**config.mk**
```make
export PLATFORM = sky130hd
export DESIGN_NAME = bucketed_stochastic_quantizer_flat
export DESIGN_NICKNAME = d
export VERILOG_FILES = /design/src/hdl/bsq_pkg.sv /design/src/hdl/bsq_if.sv /design/src/hdl/bsq_ctrl.sv /design/src/hdl/bsq_dp.sv /design/src/hdl/bucketed_stochastic_quantizer.sv /design/src/flat_wrapper.sv
export SDC_FILE = /design/constraint.sdc
export NUM_CORES = 2
export LEC_CHECK = 0
export BUFFER_PORTS_ARGS = -buffer_cell sky130_fd_sc_hd__buf_2
export CAP_MARGIN = 20
export CORE_ASPECT_RATIO = 1.4
export CORE_MARGIN = 1.5
export CORE_UTILIZATION = 44
export CTS_CLUSTER_DIAMETER = 30
export DETAILED_ROUTE_END_ITERATION = 10
export PLACE_DENSITY = 0.64
export SLEW_MARGIN = 25
export SYNTH_ARGS = -nofsm -noshare
export SYNTH_HDL_FRONTEND = slang
export SYNTH_SLANG_ARGS = --single-unit
export TNS_END_PERCENT = 30
```
**constraint.sdc**
```tcl
create_clock -name clk -period 26.6 [get_ports clk]
set_clock_uncertainty 0.2 [all_clocks]
set_input_delay 2.66 -clock clk [delete_from_list [all_inputs] [get_ports clk]]
set_output_delay 2.66 -clock clk [all_outputs]
set_load 0.01 [all_outputs]
```
**src/hdl/bsq_pkg.sv**
```systemverilog
package bsq_pkg;

  localparam int CFG_W          = 10;
  localparam int SAMPLE_W       = 32;
  localparam int DITHER_W       = 20;
  localparam int CODE_W         = 8;
  localparam int MAX_BUCKET_DEF = 512;

  localparam logic [CFG_W-1:0] BUCKET_SIZE_RST = CFG_W'(512);

  localparam logic signed [63:0] Q_SCALE = 64'sd255000000;
  localparam logic [DITHER_W-1:0] D_SCALE = DITHER_W'(1000000);

  localparam int DIV_STEPS = 9;

  localparam logic KIND_RANGE = 1'b0;
  localparam logic KIND_CODE  = 1'b1;

  localparam logic CMD_SCAN  = 1'b0;
  localparam logic CMD_QUANT = 1'b1;

  typedef enum logic [2:0] {
    ST_IDLE,
    ST_EXEC,
    ST_MUL,
    ST_ADD,
    ST_DIV,
    ST_EMIT
  } state_t;

  typedef struct packed {
    logic load;
    logic exec;
    logic mul;
    logic add;
    logic div_step;
    logic emit;
  } dp_cmd_t;

  typedef struct packed {
    logic is_quant;
    logic close;
  } dp_stat_t;

endpackage

```
**src/hdl/bsq_if.sv**
```systemverilog
interface bsq_in_if;
  logic                                 valid;
  logic                                 ready;
  logic                                 cmd;
  logic signed [bsq_pkg::SAMPLE_W-1:0]  sample;
  logic        [bsq_pkg::DITHER_W-1:0]  dither;
  logic                                 last;

  modport source (output valid, cmd, sample, dither, last, input ready);
  modport sink   (input valid, cmd, sample, dither, last, output ready);
endinterface

interface bsq_out_if;
  logic                                 valid;
  logic                                 ready;
  logic                                 kind;
  logic        [bsq_pkg::CODE_W-1:0]    code;
  logic signed [bsq_pkg::SAMPLE_W-1:0]  bucket_max;
  logic signed [bsq_pkg::SAMPLE_W-1:0]  bucket_min;

  modport source (output valid, kind, code, bucket_max, bucket_min, input ready);
  modport sink   (input valid, kind, code, bucket_max, bucket_min, output ready);
endinterface

```
**src/hdl/bsq_ctrl.sv**
```systemverilog
module bsq_ctrl (
  input  logic              clk,
  input  logic              rst,
  input  logic              in_valid,
  output logic              in_ready,
  output logic              out_valid,
  input  logic              out_ready,
  input  bsq_pkg::dp_stat_t stat,
  output bsq_pkg::dp_cmd_t  cmd
);
  import bsq_pkg::*;

  localparam int DC_W = $clog2(DIV_STEPS);

  state_t          state, state_next;
  logic [DC_W-1:0] div_cnt, div_cnt_next;
  logic            ovalid, ovalid_next;

  always_ff @(posedge clk) begin
    if (rst) begin
      state   <= ST_IDLE;
      div_cnt <= '0;
      ovalid  <= 1'b0;
    end else begin
      state   <= state_next;
      div_cnt <= div_cnt_next;
      ovalid  <= ovalid_next;
    end
  end

  always_comb begin
    state_next   = state;
    div_cnt_next = div_cnt;
    cmd          = '0;
    ovalid_next  = ovalid & ~out_ready;
    case (state)
      ST_IDLE: begin
        if (in_valid) begin
          cmd.load   = 1'b1;
          state_next = ST_EXEC;
        end
      end
      ST_EXEC: begin
        cmd.exec = 1'b1;
        if (stat.is_quant) begin
          state_next = ST_MUL;
        end else if (stat.close) begin
          state_next = ST_EMIT;
        end else begin
          state_next = ST_IDLE;
        end
      end
      ST_MUL: begin
        cmd.mul    = 1'b1;
        state_next = ST_ADD;
      end
      ST_ADD: begin
        cmd.add      = 1'b1;
        div_cnt_next = '0;
        state_next   = ST_DIV;
      end
      ST_DIV: begin
        cmd.div_step = 1'b1;
        div_cnt_next = div_cnt + DC_W'(1);
        if (div_cnt == DC_W'(DIV_STEPS - 1)) begin
          state_next = ST_EMIT;
        end
      end
      ST_EMIT: begin
        if (!ovalid || out_ready) begin
          cmd.emit    = 1'b1;
          ovalid_next = 1'b1;
          state_next  = ST_IDLE;
        end
      end
      default: begin
        state_next = ST_IDLE;
      end
    endcase
  end

  assign in_ready  = (state == ST_IDLE);
  assign out_valid = ovalid;

endmodule

```
**src/hdl/bsq_dp.sv**
```systemverilog
module bsq_dp #(
  parameter int MAX_BUCKET = bsq_pkg::MAX_BUCKET_DEF
) (
  input  logic                                clk,
  input  logic                                rst,
  input  logic                                cfg_we,
  input  logic        [bsq_pkg::CFG_W-1:0]    cfg_wdata,
  input  logic                                in_cmd,
  input  logic signed [bsq_pkg::SAMPLE_W-1:0] in_sample,
  input  logic        [bsq_pkg::DITHER_W-1:0] in_dither,
  input  logic                                in_last,
  input  bsq_pkg::dp_cmd_t                    cmd,
  output bsq_pkg::dp_stat_t                   stat,
  output logic                                out_kind,
  output logic        [bsq_pkg::CODE_W-1:0]   out_code,
  output logic signed [bsq_pkg::SAMPLE_W-1:0] out_max,
  output logic signed [bsq_pkg::SAMPLE_W-1:0] out_min
);
  import bsq_pkg::*;

  localparam int CNT_W = $clog2(MAX_BUCKET + 1);
  localparam int EW    = (CNT_W > CFG_W) ? CNT_W : CFG_W;
  localparam int DEN_W = SAMPLE_W + DITHER_W;
  localparam int DSH_W = DEN_W + DIV_STEPS - 1;

  logic [CFG_W-1:0]           bucket_size;
  logic                       cmd_q;
  logic signed [SAMPLE_W-1:0] sample_q;
  logic [DITHER_W-1:0]        dither_q;
  logic                       last_q;

  logic signed [SAMPLE_W-1:0] running_max, running_min;
  logic signed [SAMPLE_W-1:0] latched_max, latched_min;
  logic [CNT_W-1:0]           scan_count;

  logic signed [SAMPLE_W:0]   diff_q, rng_q;
  logic                       empty_q;
  logic signed [63:0]         p1_q;
  logic [DEN_W-1:0]           p2_q, den_q;
  logic signed [63:0]         rem;
  logic                       neg_q;
  logic [DSH_W-1:0]           dsh;
  logic [DIV_STEPS-1:0]       quo;

  logic [EW-1:0]              cfg_ext, max_ext, eff, cnt_ext;
  logic [CNT_W-1:0]           count_next;
  logic signed [SAMPLE_W-1:0] new_max, new_min;
  logic signed [SAMPLE_W:0]   diff, rng;
  logic                       take;

  always_comb begin
    cfg_ext = EW'(bucket_size);
    max_ext = EW'(MAX_BUCKET);
    if (bucket_size == '0) begin
      eff = EW'(1);
    end else if (cfg_ext > max_ext) begin
      eff = max_ext;
    end else begin
      eff = cfg_ext;
    end
    count_next = scan_count + CNT_W'(1);
    cnt_ext    = EW'(count_next);
    if (scan_count == '0) begin
      new_max = sample_q;
      new_min = sample_q;
    end else begin
      new_max = (sample_q > running_max) ? sample_q : running_max;
      new_min = (sample_q < running_min) ? sample_q : running_min;
    end
    diff = (SAMPLE_W+1)'(sample_q) - (SAMPLE_W+1)'(latched_min);
    rng  = (SAMPLE_W+1)'(latched_max) - (SAMPLE_W+1)'(latched_min);
    take = ($unsigned(rem) >= 64'(dsh));
  end

  assign stat.is_quant = (cmd_q == CMD_QUANT);
  assign stat.close    = (cnt_ext >= eff) || last_q;

  always_ff @(posedge clk) begin
    if (rst) begin
      bucket_size <= BUCKET_SIZE_RST;
      running_max <= '0;
      running_min <= '0;
      latched_max <= '0;
      latched_min <= '0;
      scan_count  <= '0;
    end else begin
      if (cfg_we) begin
        bucket_size <= cfg_wdata;
      end
      if (cmd.exec && cmd_q == CMD_SCAN) begin
        running_max <= new_max;
        running_min <= new_min;
        if (stat.close) begin
          latched_max <= new_max;
          latched_min <= new_min;
          scan_count  <= '0;
        end else begin
          scan_count  <= count_next;
        end
      end
    end
  end

  always_ff @(posedge clk) begin
    if (cmd.load) begin
      cmd_q    <= in_cmd;
      sample_q <= in_sample;
      dither_q <= in_dither;
      last_q   <= in_last;
    end
    if (cmd.exec) begin
      diff_q  <= diff;
      rng_q   <= rng;
      empty_q <= (rng <= 0);
    end
    if (cmd.mul) begin
      p1_q  <= 64'(diff_q) * Q_SCALE;
      p2_q  <= DEN_W'(dither_q) * DEN_W'(rng_q[SAMPLE_W-1:0]);
      den_q <= DEN_W'(rng_q[SAMPLE_W-1:0]) * DEN_W'(D_SCALE);
    end
    if (cmd.add) begin
      rem   <= p1_q + $signed(64'(p2_q));
      neg_q <= p1_q[63] && (64'(p2_q) < 64'(-p1_q));
      dsh   <= {den_q, {(DIV_STEPS-1){1'b0}}};
      quo   <= '0;
    end
    if (cmd.div_step) begin
      if (take) begin
        rem <= rem - $signed(64'(dsh));
      end
      quo <= {quo[DIV_STEPS-2:0], take};
      dsh <= dsh >> 1;
    end
    if (cmd.emit) begin
      out_kind <= cmd_q;
      if (cmd_q == CMD_QUANT) begin
        out_max <= '0;
        out_min <= '0;
        if (empty_q || neg_q) begin
          out_code <= '0;
        end else if (quo[DIV_STEPS-1]) begin
          out_code <= '1;
        end else begin
          out_code <= quo[CODE_W-1:0];
        end
      end else begin
        out_code <= '0;
        out_max  <= latched_max;
        out_min  <= latched_min;
      end
    end
  end

endmodule

```
**src/hdl/bucketed_stochastic_quantizer.sv**
```systemverilog
// Bucketed min/max quantizer with stochastic rounding, 8-bit codes.
// samples: valid/ready channel of words {cmd, sample, dither, last}.
//   cmd 0 scans a Q16.16 sample into the running bucket range; when the
//   bucket holds bucket_size samples, or last is set, a range word
//   (kind 0, bucket_max, bucket_min) is emitted and the range latched.
//   cmd 1 quantizes a sample against the latched range and emits a code
//   word (kind 1, code = floor((sample-min)*255/(max-min) + dither/1e6),
//   clamped to 0..255, 0 for an empty range).
// results: valid/ready channel of result words.
// cfg_we/cfg_wdata: writes bucket_size (0 acts as 1, capped at MAX_BUCKET);
//   write only while idle.
// One item at a time. A scan loads the word and updates the range, and
// when it closes a bucket also loads the output register. A quantize takes
// one load, one subtract, one multiply, one add, then 9 steps of a restoring
// divider (one quotient bit per cycle), and a load of the output register.
// The output register lets a new word be accepted while a result waits;
// a stalled receiver only blocks the next item that has a result to emit.
// Synchronous reset: bucket_size 512, range state and counters cleared.
module bucketed_stochastic_quantizer #(
  parameter int MAX_BUCKET = bsq_pkg::MAX_BUCKET_DEF
) (
  input  logic                      clk,
  input  logic                      rst,
  input  logic                      cfg_we,
  input  logic [bsq_pkg::CFG_W-1:0] cfg_wdata,
  bsq_in_if.sink                    samples,
  bsq_out_if.source                 results
);
  import bsq_pkg::*;

  dp_cmd_t  cmd;
  dp_stat_t stat;

  bsq_ctrl u_ctrl (
    .clk       (clk),
    .rst       (rst),
    .in_valid  (samples.valid),
    .in_ready  (samples.ready),
    .out_valid (results.valid),
    .out_ready (results.ready),
    .stat      (stat),
    .cmd       (cmd)
  );

  bsq_dp #(
    .MAX_BUCKET (MAX_BUCKET)
  ) u_dp (
    .clk       (clk),
    .rst       (rst),
    .cfg_we    (cfg_we),
    .cfg_wdata (cfg_wdata),
    .in_cmd    (samples.cmd),
    .in_sample (samples.sample),
    .in_dither (samples.dither),
    .in_last   (samples.last),
    .cmd       (cmd),
    .stat      (stat),
    .out_kind  (results.kind),
    .out_code  (results.code),
    .out_max   (results.bucket_max),
    .out_min   (results.bucket_min)
  );

endmodule
```
**src/flat_wrapper.sv**
```systemverilog
// flat-port wrapper written by rule: the top's interface ports become plain ports
module bucketed_stochastic_quantizer_flat import bsq_pkg::*;
#(
  parameter int MAX_BUCKET = bsq_pkg::MAX_BUCKET_DEF
)
  (clk, rst, cfg_we, cfg_wdata, samples_valid, samples_cmd, samples_sample, samples_dither, samples_last, samples_ready, results_valid, results_kind, results_code, results_bucket_max, results_bucket_min, results_ready);
  bsq_in_if samples_i ();
  bsq_out_if results_i ();
  input  logic clk;
  input  logic rst;
  input  logic cfg_we;
  input  logic [bsq_pkg::CFG_W-1:0] cfg_wdata;
  input wire logic [$bits(samples_i.valid)-1:0] samples_valid;
  input wire logic [$bits(samples_i.cmd)-1:0] samples_cmd;
  input wire logic [$bits(samples_i.sample)-1:0] samples_sample;
  input wire logic [$bits(samples_i.dither)-1:0] samples_dither;
  input wire logic [$bits(samples_i.last)-1:0] samples_last;
  output wire logic [$bits(samples_i.ready)-1:0] samples_ready;
  output wire logic [$bits(results_i.valid)-1:0] results_valid;
  output wire logic [$bits(results_i.kind)-1:0] results_kind;
  output wire logic [$bits(results_i.code)-1:0] results_code;
  output wire logic [$bits(results_i.bucket_max)-1:0] results_bucket_max;
  output wire logic [$bits(results_i.bucket_min)-1:0] results_bucket_min;
  input wire logic [$bits(results_i.ready)-1:0] results_ready;
  assign samples_i.valid = samples_valid;
  assign samples_i.cmd = samples_cmd;
  assign samples_i.sample = samples_sample;
  assign samples_i.dither = samples_dither;
  assign samples_i.last = samples_last;
  assign samples_ready = samples_i.ready;
  assign results_valid = results_i.valid;
  assign results_kind = results_i.kind;
  assign results_code = results_i.code;
  assign results_bucket_max = results_i.bucket_max;
  assign results_bucket_min = results_i.bucket_min;
  assign results_i.ready = results_ready;
  bucketed_stochastic_quantizer #(.MAX_BUCKET(MAX_BUCKET)) u_core (.clk(clk), .rst(rst), .cfg_we(cfg_we), .cfg_wdata(cfg_wdata), .samples(samples_i), .results(results_i));
endmodule
```
# Word-level counts from Yosys, hierarchy flattened
# Index checks and enable logic that the tools add are counted.
# classes
addsub	7
n_mul	3
muxes	32
n_eq_ne	9
n_reduce_logical	14
bitwise	3
magnitude_cmp	7
# ops
op	n
2-to-1 mux 64 bit	3
2-to-1 mux 32 bit	4
2-to-1 mux 59 bit	2
subtractor 32 x 32 -> 33 bit	2
adder 64 x 53 -> 64 bit	1
>= comparator 64 x 60 -> 1 bit	1
less-than comparator 52 x 64 -> 1 bit	1
negation 64 bit	1
subtractor 64 x 61 -> 64 bit	1
multiplier 33 x 23 -> 56 bit (second input constant)	1
multiplier 20 x 32 -> 52 bit	1
multiplier 32 x 14 -> 46 bit (second input constant)	1
<= comparator 33 x 1 -> 1 bit (second input constant)	1
greater-than comparator 32 bit	1
less-than comparator 32 bit	1
2-to-1 mux 10 bit	3
logical NOT 10 bit	2
2-to-1 mux 9 bit	2
case mux 3 bit (6 select lines)	1
2-to-1 mux 3 bit	5
adder 10 x 1 -> 10 bit (second input constant)	1
>= comparator 10 bit	1
greater-than comparator 10 bit (second input constant)	1
2-to-1 mux 1 bit	10
other kinds (18)	27
# totals
out_inout_bits	75
reg_bits	639

# Depth between registers and ports, before layout
# depth
ltp_word	8
ltp_mapped	29
ltp_nobuf	28

# Cells and area by module
# A second synthesis with hierarchy kept.
# unflattened
hier_cells	8189
hier_area_um2	79964.2
# modules_own_cells
module	n_inst	seq_area_each_um2	cells_each	area_per_inst_um2
bsq_dp	1	16756.1	8130	79431.2
bsq_ctrl	1	160.2	59	533.0

# Worst setup path before layout
# OpenSTA, ideal clock, no wires.
# synth_path
kind	flip-flop to flip-flop
startpoint	reg u_core.u_ctrl.state[0]
endpoint	reg u_core.u_dp.den_q[10] (enable)
stages_incl_launch_ff	4
period_less_slack_ps	12981
slack_ps	13619
arrival_ps	11891
n_path_buf	2
cell_sequence	dfxtp_1 > clkbuf_1 > clkbuf_1 > nor3b_1
# synth_between
elab_chain_cells	2
# synth_rtl
element	line	rtl
start: declaration	bsq_ctrl.sv:15	state_t state, state_next;
start signal: assignment	bsq_ctrl.sv:25	state <= state_next;
== test 3 x 2 -> 1 bit	bsq_ctrl.sv:36	case (state)
2-to-1 mux 1 bit	bsq_ctrl.sv:36	
end signal: assignment	bsq_dp.sv:119	den_q <= DEN_W'(rng_q[SAMPLE_W-1:0]) * DEN_W'(D_SCALE);
end: declaration	bsq_dp.sv:39	logic [DEN_W-1:0] p2_q, den_q;
# Every way passes these cells.
# A chain may end at the register's enable or synchronous reset.

# Final worst setup path
# layout_path
startpoint	reg u_core.u_dp.dither_q[2]
endpoint	reg u_core.u_dp.p2_q[51] (data pin)
# layout_between
elab_chain_cells	1
# layout_rtl
element	line	rtl
start: declaration	bsq_dp.sv:29	logic [DITHER_W-1:0] dither_q;
start signal: assignment	bsq_dp.sv:108	dither_q <= in_dither;
multiplier 20 x 32 -> 52 bit	bsq_dp.sv:118	p2_q <= DEN_W'(dither_q) * DEN_W'(rng_q[SAMPLE_W-1:0]);
end signal: assignment	bsq_dp.sv:118	
end: declaration	bsq_dp.sv:39	
# Every way passes these cells.

==> results.yml <==
drt:
  first_pass_iters: 6
  antenna_left: 0
  vias_per_cell: 5.387
  route.detailed.drc: 0
  wl_per_cell_um: 20.33
  drt-initial-drc-count: 3535
  vias: 59182
  finalWirelength_um: 223400
setup_path:
  cp_max_fo: 32
  cp.required_ns: 26.90
  cp.arrival_ns: 9.60
  endpoint_kind: "register"
  path_class: "reg2reg"
  cp-startpoint: "u_core.u_dp.dither_q[2]"
  worstReg2RegStart: "u_core.u_dp.dither_q[2]"
  critPathLaunchType: "register"
  r2r_cells: 25
layout:
  multi_input_area_mm2: 0.05589
  drive_gt1_share_pct: 6.479
  seq_area_mm2: 0.01692
  final_nets: 10524
  area_growth_pct: 10.18
  fillerInstances: 16929
  layout_common_cells: "inv_1 (1,619), fa_1 (1,140), ha_1 (861)"
  final_common_cell: "inv_1"
global_route:
  overflow: 0
  grt_max_degree: 156
  antenna_found_initial: 7
  first_global_vias: 62468
  grt_usage_pct: 24.42
  grt_pass1_wl_um: 346900
synthesis:
  ys.flop_type: "edfxtp_1"
  yosysWarnings: 0
  yosysUniqueCellTypes: 82
  ys_ff_latch: 637
  avgSynthCellArea_um2: 9.535
  synth.cell_area_mm2: 0.07994
  syn_nets: 10454
  async_reset_ff_share_pct: 0
  synth-edff-count: 416
  synth_cells: 8384
  seq_area_frac_synth_pct: 21.16
  synth_area_leader_cell: "fa_1"
  synth_area_leaders: "fa_1 (29%), edfxtp_1 (16%), ha_1 (13%)"
  synth_top_cell_area_share_pct: 28.55
clock_network:
  clock_latency_ns: 0.80
  cts_resized: 0
  numCtsBuffers: 135
  cts_tree: "done"
  cts_root_buffer: "clkbuf_16"
  clk_pin_slew_ns: 0.06
  hold_buffers: 0
  cts_buffer_depth: 3
  h-tree-depth: 4
  clkSinkCount: 637
  post_cts_buffers: 0
floorplanning:
  io_pins: 144
  dieWidth_um: 363.3
  die_area_mm2: 0.1843
  die-height_um: 507.4
  rows: 184
  start_util_pct: 44.41
  coreArea_mm2: 0.1800
sta:
  totalNegativeSetupSlack_ns: 0
  setup_violations: 0
  rsz0062_at_grt: "false"
  tightest_slew_ns: 1.126
  finalMaxSlewViolations: 0
  finalCritPeriodShare_pct: 34.94
  max_freq_mhz: 107.6
  hold_viol: 0
  finalCriticalPeriod_ns: 9.294
  relSlewSlack_pct: 24.92
min_path:
  hold_class: "reg2reg"
  hp-start: "u_core.u_dp.den_q[51]"
  hold_depth: 2
flow_run:
  drv_cap: 0
run_status:
  status: "finished, final reports clean"
place:
  port_buffers: 143
  place_congestion: 0.9148
  hpwl_um: 177100
-- flip-flops by register name, indices dropped and copies added, names as in the netlist, 3 cells and up --
register / count
u_core.u_dp.dsh: 60
u_core.u_dp.latched_max: 32
u_core.u_dp.bucket_size: 10
u_core.u_dp.scan_count: 10
u_core.u_dp.quo: 9
u_core.u_dp.den_q: 46
u_core.u_dp.latched_min: 32
u_core.u_dp.p1_q: 56
u_core.u_dp.out_code: 8
u_core.u_dp.running_max: 32
u_core.u_dp.running_min: 32
u_core.u_dp.p2_q: 52
u_core.u_dp.diff_q: 33
u_core.u_ctrl.div_cnt: 4
u_core.u_ctrl.state: 3
u_core.u_dp.sample_q: 32
u_core.u_dp.out_min: 32
u_core.u_dp.out_max: 32
u_core.u_dp.rng_q: 32
u_core.u_dp.rem: 64
u_core.u_dp.dither_q: 20
-- stage by stage --
stage                     cell area (µm²)  hold slack [ns]  std cells  utilization (%)  worst slack [ns]
after global placement              83260           0.2333      10733            46.25             17.43
after CTS                           88060           0.2528      10983            48.91             17.35
after floorplan                     79940           0.2178       8384                -             13.62
after global routing                88080           0.2685      10985            48.92             16.79
after detailed placement            83280           0.2403      10734            46.26             17.41
final                               88080           0.2451      10987            48.93             17.31
-- cell type report --
type / count / area share (%)
sequential: 637 / 19.21
clock buffer: 146 / 3.905
timing repair buffer: 227 / 1.560
tap: 2418 / 3.435
multi-input combinational: 5830 / 63.45
inverter: 1623 / 6.916
clock inverter: 103 / 1.517
antenna: 3 / 0.008523
-- cell usage after synthesis, types with 76 or more instances --
cell and number:
nor2_1 361, nand2_1 738, nand4_1 76, xnor2_1 227, a21o_1 171, nor2b_1 98, inv_1 1620, edfxtp_1 416
ha_1 861, dfxtp_1 221, a21oi_1 565, xor2_1 134, clkbuf_1 279, fa_1 1140, nand3_1 90, o21ai_0 281
and2_1 317
-- cell families after synthesis --
logic type                 after synthesis  synth area share, %
AOI/OAI and AO/OA                     1383                10.54
muxes                                  102                1.351
adders and majority gates             2001                42.02
and+or+nand+nor                       1983                11.96
buffers and inverters                 1917                9.010
DFF                                    637                21.16
xor gates and xnor gates               361                3.955
-- layer usage --
metal  vias to the layer above  track usage (%)  routed length (µm)
met5                         -                0                  13
met3                       494            2.936                8994
li1                      27291                -                   -
met4                         2            13.25               12860
met2                      1579            44.86              117300
met1                     29816            27.31               84200
-- critical path: stages (launching register included) --
cell,delay [ns]
edfxtp_1,1.08
and2_1,0.26
fa_1,0.44
fa_1,0.51
inv_1,0.06
fa_1,0.52
inv_1,0.05
fa_1,0.54
fa_1,0.45
fa_1,0.58
inv_1,0.07
fa_1,0.53
inv_1,0.04
ha_1,0.38
a2111oi_0,0.43
o21ai_0,0.24
a2111oi_0,0.90
o32ai_1,0.28
nor2_1,0.20
a211o_1,0.15
nand2_1,0.09
or4_1,0.40
o311ai_1,0.16
o21ai_0,0.17
a21oi_1,0.19
xnor2_1,0.08
-- path summary, 6_finish.rpt --
check / slack (ns) / endpoint
max reg2reg: 17.31 / u_core.u_dp.p2_q[51]
min: 0.25 / u_core.u_dp.dsh[59]
min reg2reg: 0.25 / u_core.u_dp.dsh[59]
max: 17.31 / u_core.u_dp.p2_q[51]
Power is not shown: default switching activity piles up to over one toggle a cycle in this logic, so the estimate is an artifact.
